==> src/design/mlsd_pkg.sv <==
`default_nettype none

package mlsd_pkg;

  // Default limb width, and the fixed width of the remainder and divisor words.
  localparam int LIMB_BITS_DEF = 64;
  localparam int WORD_BITS     = 64;

  // Configuration port geometry: 64-bit registers at byte addresses 8*i.
  localparam int APB_ADDR_W = 5;
  localparam int APB_DATA_W = 64;

  // Streaming payload widths, padded to whole bytes.
  localparam int S_TDATA_W = 72;
  localparam int M_TDATA_W = 136;

  typedef enum logic [1:0] {
    REG_DIVISOR = 2'd0,
    REG_DIV_NEG = 2'd1,
    REG_SIGNED  = 2'd2
  } reg_index_t;

  typedef enum logic [1:0] {
    DIV_IDLE,
    DIV_RUN,
    DIV_DONE
  } div_state_t;

  // Requests from the stream control to the bit-serial divider.
  typedef struct packed {
    logic start;
    logic clear_rem;
    logic ack;
  } div_ctl_t;

  // Status of the bit-serial divider.
  typedef struct packed {
    logic ready;
    logic done;
  } div_stat_t;

endpackage

`default_nettype wire

==> src/design/mlsd_div.sv <==
`default_nettype none

module mlsd_div #(
  parameter int LIMB_BITS = mlsd_pkg::LIMB_BITS_DEF
) (
  input  wire logic                           clk,
  input  wire logic                           rst,
  input  wire mlsd_pkg::div_ctl_t             ctl,
  input  wire logic [LIMB_BITS-1:0]           limb,
  input  wire logic [mlsd_pkg::WORD_BITS-1:0] divisor,
  output      mlsd_pkg::div_stat_t            stat,
  output      logic [LIMB_BITS-1:0]           quotient,
  output      logic [mlsd_pkg::WORD_BITS-1:0] remainder
);
  import mlsd_pkg::*;

  localparam int CNT_W = (LIMB_BITS > 1) ? $clog2(LIMB_BITS) : 1;
  localparam logic [CNT_W-1:0] CNT_LAST = CNT_W'(LIMB_BITS - 1);

  div_state_t           state;
  div_state_t           state_next;
  logic [CNT_W-1:0]     cnt;
  logic [LIMB_BITS-1:0] limb_sr;

  logic                 carry;
  logic                 take;
  logic [WORD_BITS-1:0] shifted;
  logic [WORD_BITS-1:0] diff;

  // One restoring step: shift in the next numerator bit, subtract when it fits
  // or when the shifted-out bit says the value already exceeds 64 bits.
  assign carry   = remainder[WORD_BITS-1];
  assign shifted = {remainder[WORD_BITS-2:0], limb_sr[LIMB_BITS-1]};
  assign diff    = shifted - divisor;
  assign take    = carry || (shifted >= divisor);

  always_comb begin
    state_next = state;
    unique case (state)
      DIV_IDLE: begin
        if (ctl.start) state_next = DIV_RUN;
      end
      DIV_RUN: begin
        if (cnt == '0) state_next = DIV_DONE;
      end
      DIV_DONE: begin
        if (ctl.ack) state_next = DIV_IDLE;
      end
      default: state_next = DIV_IDLE;
    endcase
  end

  always_comb begin
    stat.ready = 1'b0;
    stat.done  = 1'b0;
    unique case (state)
      DIV_IDLE: stat.ready = 1'b1;
      DIV_RUN:  ;
      DIV_DONE: stat.done  = 1'b1;
      default:  ;
    endcase
  end

  always_ff @(posedge clk) begin
    if (rst) begin
      state     <= DIV_IDLE;
      remainder <= '0;
    end else begin
      state <= state_next;
      if (state == DIV_IDLE && ctl.start && ctl.clear_rem) begin
        remainder <= '0;
      end else if (state == DIV_RUN) begin
        remainder <= take ? diff : shifted;
      end else if (state == DIV_DONE && ctl.ack && divisor == '0) begin
        // A zero divisor leaves nothing to carry into the next limb.
        remainder <= '0;
      end
    end
  end

  always_ff @(posedge clk) begin
    if (state == DIV_IDLE && ctl.start) begin
      limb_sr <= limb;
      cnt     <= CNT_LAST;
    end else if (state == DIV_RUN) begin
      limb_sr  <= {limb_sr[LIMB_BITS-2:0], 1'b0};
      quotient <= {quotient[LIMB_BITS-2:0], take};
      cnt      <= cnt - CNT_W'(1);
    end
  end

endmodule

`default_nettype wire

==> src/design/multi_limb_short_divider_top.sv <==
`default_nettype none
// Multi-limb short divider: divides a sign-magnitude numerator, streamed in as
// limbs with the most significant limb first, by a configured single-word divisor.
// Input channel (s_*): one limb per transfer; tuser marks the first limb of a
// number, which clears the running remainder and samples the numerator sign;
// tlast marks the least significant limb. Output channel (m_*): one result
// per input transfer carrying the quotient limb, the signs, the running
// remainder (the final remainder when tlast is set) and a divide-error flag.
// The divisor and mode registers sit behind an APB-style port; the user must
// write them only while no limb is in flight, as the block does not enforce it.
// A result enters the output register once the divider has finished its limb
// and that register is empty or being drained; a new limb is taken only after
// the previous result has left the divider. The radix-2 restoring divider retires
// one quotient bit per cycle; each limb depends on the remainder of the one before.
// Reset clears the running remainder and the held sign, sets the divisor to
// one and the mode bits to zero, and empties the output register.
// When the receiver stalls, the finished result waits in the output register
// and the divider holds its next result; input stays blocked until that held
// result moves into the output register.
module multi_limb_short_divider_top #(
  parameter int LIMB_BITS = mlsd_pkg::LIMB_BITS_DEF
) (
  input  wire logic                            clk,
  input  wire logic                            rst,
  // Input stream.
  input  wire logic                            s_tvalid,
  output      logic                            s_tready,
  // s_tdata: limb [63:0], numerator_negative [64], zero padding [71:65]
  input  wire logic [mlsd_pkg::S_TDATA_W-1:0]  s_tdata,
  // s_tuser: first_limb [0]
  input  wire logic                            s_tuser,
  input  wire logic                            s_tlast,
  // Output stream.
  output      logic                            m_tvalid,
  input  wire logic                            m_tready,
  // m_tdata: quotient_limb [63:0], quotient_negative [64],
  //          remainder_magnitude [128:65], remainder_negative [129], zeros [135:130]
  output      logic [mlsd_pkg::M_TDATA_W-1:0]  m_tdata,
  // m_tuser: divide_error [0]
  output      logic                            m_tuser,
  output      logic                            m_tlast,
  // Configuration port.
  input  wire logic                            psel,
  input  wire logic                            penable,
  input  wire logic                            pwrite,
  input  wire logic [mlsd_pkg::APB_ADDR_W-1:0] paddr,
  input  wire logic [mlsd_pkg::APB_DATA_W-1:0] pwdata,
  output      logic [mlsd_pkg::APB_DATA_W-1:0] prdata,
  output      logic                            pready
);
  import mlsd_pkg::*;

  // Configuration registers.
  logic [WORD_BITS-1:0] divisor_magnitude;
  logic                 divisor_negative;
  logic                 signed_mode;

  // Numerator context.
  logic                 held_sign;
  logic                 last_hold;

  reg_index_t           reg_sel;
  logic                 cfg_write;

  div_ctl_t             div_ctl;
  div_stat_t            div_stat;
  logic [LIMB_BITS-1:0] div_quotient;
  logic [WORD_BITS-1:0] div_remainder;

  logic                 accept;
  logic                 load;
  logic                 div_err;
  logic [WORD_BITS-1:0] quot_word;
  logic [WORD_BITS-1:0] rem_word;

  assign pready    = 1'b1;
  assign cfg_write = psel && penable && pwrite && pready;
  assign reg_sel   = reg_index_t'(paddr[APB_ADDR_W-1:3]);

  always_ff @(posedge clk) begin
    if (rst) begin
      divisor_magnitude <= WORD_BITS'(1);
      divisor_negative  <= 1'b0;
      signed_mode       <= 1'b0;
    end else if (cfg_write) begin
      unique case (reg_sel)
        REG_DIVISOR: divisor_magnitude <= pwdata[WORD_BITS-1:0];
        REG_DIV_NEG: divisor_negative  <= pwdata[0];
        REG_SIGNED:  signed_mode       <= pwdata[0];
        default:     ;
      endcase
    end
  end

  always_comb begin
    prdata = '0;
    unique case (reg_sel)
      REG_DIVISOR: prdata = APB_DATA_W'(divisor_magnitude);
      REG_DIV_NEG: prdata = APB_DATA_W'(divisor_negative);
      REG_SIGNED:  prdata = APB_DATA_W'(signed_mode);
      default:     prdata = '0;
    endcase
  end

  // A new limb is taken only while the divider is idle; the result path is
  // released whenever the output register is empty or being drained.
  assign s_tready          = div_stat.ready;
  assign accept            = s_tvalid && s_tready;
  assign div_ctl.start     = accept;
  assign div_ctl.clear_rem = s_tuser;
  assign div_ctl.ack       = !m_tvalid || m_tready;
  assign load              = div_stat.done && div_ctl.ack;

  always_ff @(posedge clk) begin
    if (rst) begin
      held_sign <= 1'b0;
    end else if (accept && s_tuser) begin
      held_sign <= s_tdata[WORD_BITS];
    end
  end

  always_ff @(posedge clk) begin
    if (accept) last_hold <= s_tlast;
  end

  mlsd_div #(
    .LIMB_BITS (LIMB_BITS)
  ) u_div (
    .clk       (clk),
    .rst       (rst),
    .ctl       (div_ctl),
    .limb      (s_tdata[LIMB_BITS-1:0]),
    .divisor   (divisor_magnitude),
    .stat      (div_stat),
    .quotient  (div_quotient),
    .remainder (div_remainder)
  );

  // A zero divisor forces a zero quotient and remainder and raises the flag.
  assign div_err   = (divisor_magnitude == '0);
  assign quot_word = div_err ? '0 : WORD_BITS'(div_quotient);
  assign rem_word  = div_err ? '0 : div_remainder;

  always_ff @(posedge clk) begin
    if (rst) begin
      m_tvalid <= 1'b0;
    end else if (load) begin
      m_tvalid <= 1'b1;
    end else if (m_tready) begin
      m_tvalid <= 1'b0;
    end
  end

  always_ff @(posedge clk) begin
    if (load) begin
      m_tdata <= {6'b0,
                  signed_mode & held_sign,
                  rem_word,
                  held_sign ^ (signed_mode & divisor_negative),
                  quot_word};
      m_tuser <= div_err;
      m_tlast <= last_hold;
    end
  end

endmodule

`default_nettype wire

==> config.mk <==
export PLATFORM = sky130hd
export DESIGN_NAME = multi_limb_short_divider_top
export DESIGN_NICKNAME = d
export VERILOG_FILES = /design/src/design/mlsd_pkg.sv /design/src/design/mlsd_div.sv /design/src/design/multi_limb_short_divider_top.sv
export SDC_FILE = /design/constraint.sdc
export NUM_CORES = 1
export LEC_CHECK = 0
export BUFFER_PORTS_ARGS = -buffer_cell sky130_fd_sc_hd__buf_2
export CAP_MARGIN = 20
export CORE_AREA = 8 8 304 159
export CTS_CLUSTER_SIZE = 16
export DETAILED_ROUTE_END_ITERATION = 12
export DIE_AREA = 0 0 312 167
export PLACE_DENSITY_LB_ADDON = 0.15
export SETUP_SLACK_MARGIN = 0.05
export SLEW_MARGIN = 20
export SYNTH_ARGS = -nofsm -noshare
export SYNTH_HDL_FRONTEND = slang
export SYNTH_HIERARCHICAL = 1
export SYNTH_SLANG_ARGS = --single-unit
export TNS_END_PERCENT = 50
==> constraint.sdc <==
create_clock -name clk -period 5.2 [get_ports clk]
set_input_delay 0 -clock clk [delete_from_list [all_inputs] [get_ports clk]]
set_output_delay 0 -clock clk [all_outputs]
set_load 0.01 [all_outputs]
==> reports/qor.yml <==
min_path:
  hold_class: "in -> reg"
worst_setup_path:
  critPathSlowestCell: "dfxtp_1"
  worstSetupStartpointType: "flop"
  worst_setup_path_end_kind: "flop"
  max_stage_delay_ns: 0.50
  critical_path_class: "reg -> reg"
  crit_chain: "ha_1, inv_1, fa_1, a211oi_1, nor3_1, nor2_1, o211ai_1, o21ai_2, a2111oi_0, or2_2, buf_4, and2_1, a221oi_1, nand3_1"
  cp_max_fo: 30
  cp.required_ns: 5.62
  arrival_ns: 4.73
drt:
  routedWlPerCell_um: 20.3
  vias: 16100
  final_antenna_net_count: 0
  drc: 0
  wirelength_um: 61400
  dr.first_iter.drc_count: 1250
  dr.pass1.iters: 5
  viasPerCell: 5.31
floorplanning:
  fp.dieArea_um2: 52100
  fp.dieH_um: 167
  fp.coreArea_um2: 44200
  io-pin-count: 355
  start_util_pct: 44.3
  dieWidth_um: 312
  placementRows: 55
yosys:
  yosysTopAreaCellShare_pct: 40.0
  ys_top_cells_by_count: "nand2_1 (429), edfxtp_1 (261), a21oi_1 (143), dfxtp_1 (140), nor2b_1 (131)"
  synth_edf_count: 261
  synth_area_um2: 19600
  synth.area.top_cells: "edfxtp_1 (40%), dfxtp_1 (14%), nand2_1 (8.2%)"
  synth.avg_cell_area_um2: 9.94
  yosysMostFrequentCell: "nand2_1"
  synth-seq-cells: 401
  synth_area_leader_cell: "edfxtp_1"
  yosys_warnings: 6
  synthCells: 1969
  synthDistinctLibCells: 77
  synthArstFlopShare_pct: 0
  seq_area_frac_synth_pct: 54.4
  ys.flop_type: "edfxtp_1"
pwr:
  vdd_drop_max_mv: 0.364
  p_leak_nw: 10.3
  p_per_area_nw_per_um2: 560
  power_mw: 13.6
clock_tree:
  cts_hold_buf: 136
  cts_sinks: 401
  cts_tree: "done"
  numCtsBuffers: 37
  cts_root_buf: "clkbuf_16"
  htree_levels: 2
  clock_latency_ns: 0.54
  postCtsResizedCells: 0
  post-cts-setup-buffers: 0
  cts_max_path_buffers: 3
  clk_pin_slew_ns: 0.07
final_layout:
  nets: 2614
  syn2layout_area_growth_pct: 24.4
  drive_gt1_share_pct: 18.5
  fillers: 3946
  post-route-util_pct: 55.1
global_routing:
  grt_pass1_wl_um: 93500
  globalRouteMet2Util_pct: 33.8
  busiest_layer: "met2"
  use_met1_pct: 32.8
  grt.total_usage_pct: 22.5
  grt_pass1_vias: 15800
  use_met3_pct: 4.29
  antenna_found_initial: 5
  grt_overflow: 0
  grt_max_degree: 74
status:
  status: "complete, no violations"
placement:
  port_buffers: 337
  dpl.hpwl_um: 44400
  gp_congestion: 0.904
timing:
  fmax_mhz: 232
  hold_viol_final: 0
  slew_viol_final: 0
  worst_pin_slew_ns: 0.961
  fin_crit_sh_pct: 82.9
  rsz0062_at_grt: "no"
  skew_ns: 0.0208
  finalSetupTns_ns: 0
  slew_headroom_pct: 35.9
  setup_viol_count_final: 0
  fin_crit_ns: 4.31
job:
  drv_cap: 0
per-stage QoR:
stage,hold WS (ns),cells,setup slack (ns),cell area [µm²]
2_1_floorplan,0.0691,1974,1.11,19600
3_3_place_gp,0.183,2819,1.01,21700
3_5_place_dp,0.179,2819,1.01,21700
4_1_cts,0.0691,3023,0.966,24300
5_1_grt,0.0829,3028,0.624,24300
6_report,0.0677,3029,0.889,24400
logic make-up after synthesis:
| logic type | Yosys count | share of synthesized area, % |
|---|---|---|
| flip-flops | 401 | 54.4 |
| XOR/XNOR | 65 | 2.91 |
| adder cells (fa/ha/maj) | 67 | 4.32 |
| buffers and inverters | 199 | 4.53 |
| AO/OA/AOI/OAI | 395 | 12.5 |
| multiplexers | 28 | 1.43 |
| other | 2 | 0.0384 |
| AND/OR/NAND/NOR | 812 | 19.9 |
power breakdown:
group,internal (mW),switching (mW),total (mW),leakage (nW)
Combinational,2.79,4.05,6.85,6.11
Sequential,3.73,0.207,3.93,3.55
Clock,1.64,1.22,2.86,0.628
Total,8.16,5.48,13.6,10.3
placed cells by master (no fill, tap or decap), types with 52 or more instances in the layout:
master,instances
inv_1,84
buf_2,337
nor2_1,52
ha_1,66
nand2_1,427
a21oi_1,143
edfxtp_1,261
nor2b_1,131
dfxtp_1,140
dlygate4sd3_1,136
and2_1,69
worst max-delay path, delay by kind of cell (launching register included):
kind | cells | cell delay (ns)
buffers and inverters | 2 | 0.34
and+or+nand+nor | 5 | 1.26
AOI/OAI and AO/OA | 5 | 1.43
DFF | 1 | 0.50
adders and majority gates | 2 | 0.69
final timing paths:
path,start,to,slack [ns],cells past startpoint
worst max register to register,divisor_magnitude[0],u_div/remainder[63],0.89,14
worst min register to register,u_div/quotient[17],u_div/quotient[18],0.44,0
worst min-delay path,penable,signed_mode,0.07,5
worst max-delay path,divisor_magnitude[0],u_div/remainder[63],0.89,14
area by class of cell:
cell class | instances | area, µm² | area share (%)
Inverter | 87 | 328 | 1.35
Timing Repair Buffer | 496 | 3250 | 13.4
Sequential cell | 401 | 10600 | 43.7
Antenna cell | 5 | 12.5 | 0.0514
Clock inverter | 18 | 173 | 0.709
Multi-Input combinational cell | 1374 | 8100 | 33.3
Clock buffer | 50 | 1100 | 4.51
Tap cell | 598 | 748 | 3.07
flip-flops by register name, summed over array words and instances, names as in the netlist:
signal,flops
divisor_magnitude,64
divisor_negative,1
held_sign,1
last_hold,1
m_tdata,130
m_tlast,1
m_tuser,1
m_tvalid,1
signed_mode,1
u_div/cnt,6
u_div/limb_sr,64
u_div/quotient,64
u_div/remainder,64
u_div/state,2
per-layer routing:
| metal | routed length, µm | part of all wire (%) |
|---|---|---|
| met2 | 26300 | 43 |
| met3 | 4190 | 6.8 |
| met5 | 13 | 0.021 |
| met4 | 1670 | 2.7 |
| met1 | 29200 | 48 |
Power figures use the tool's default switching activity.
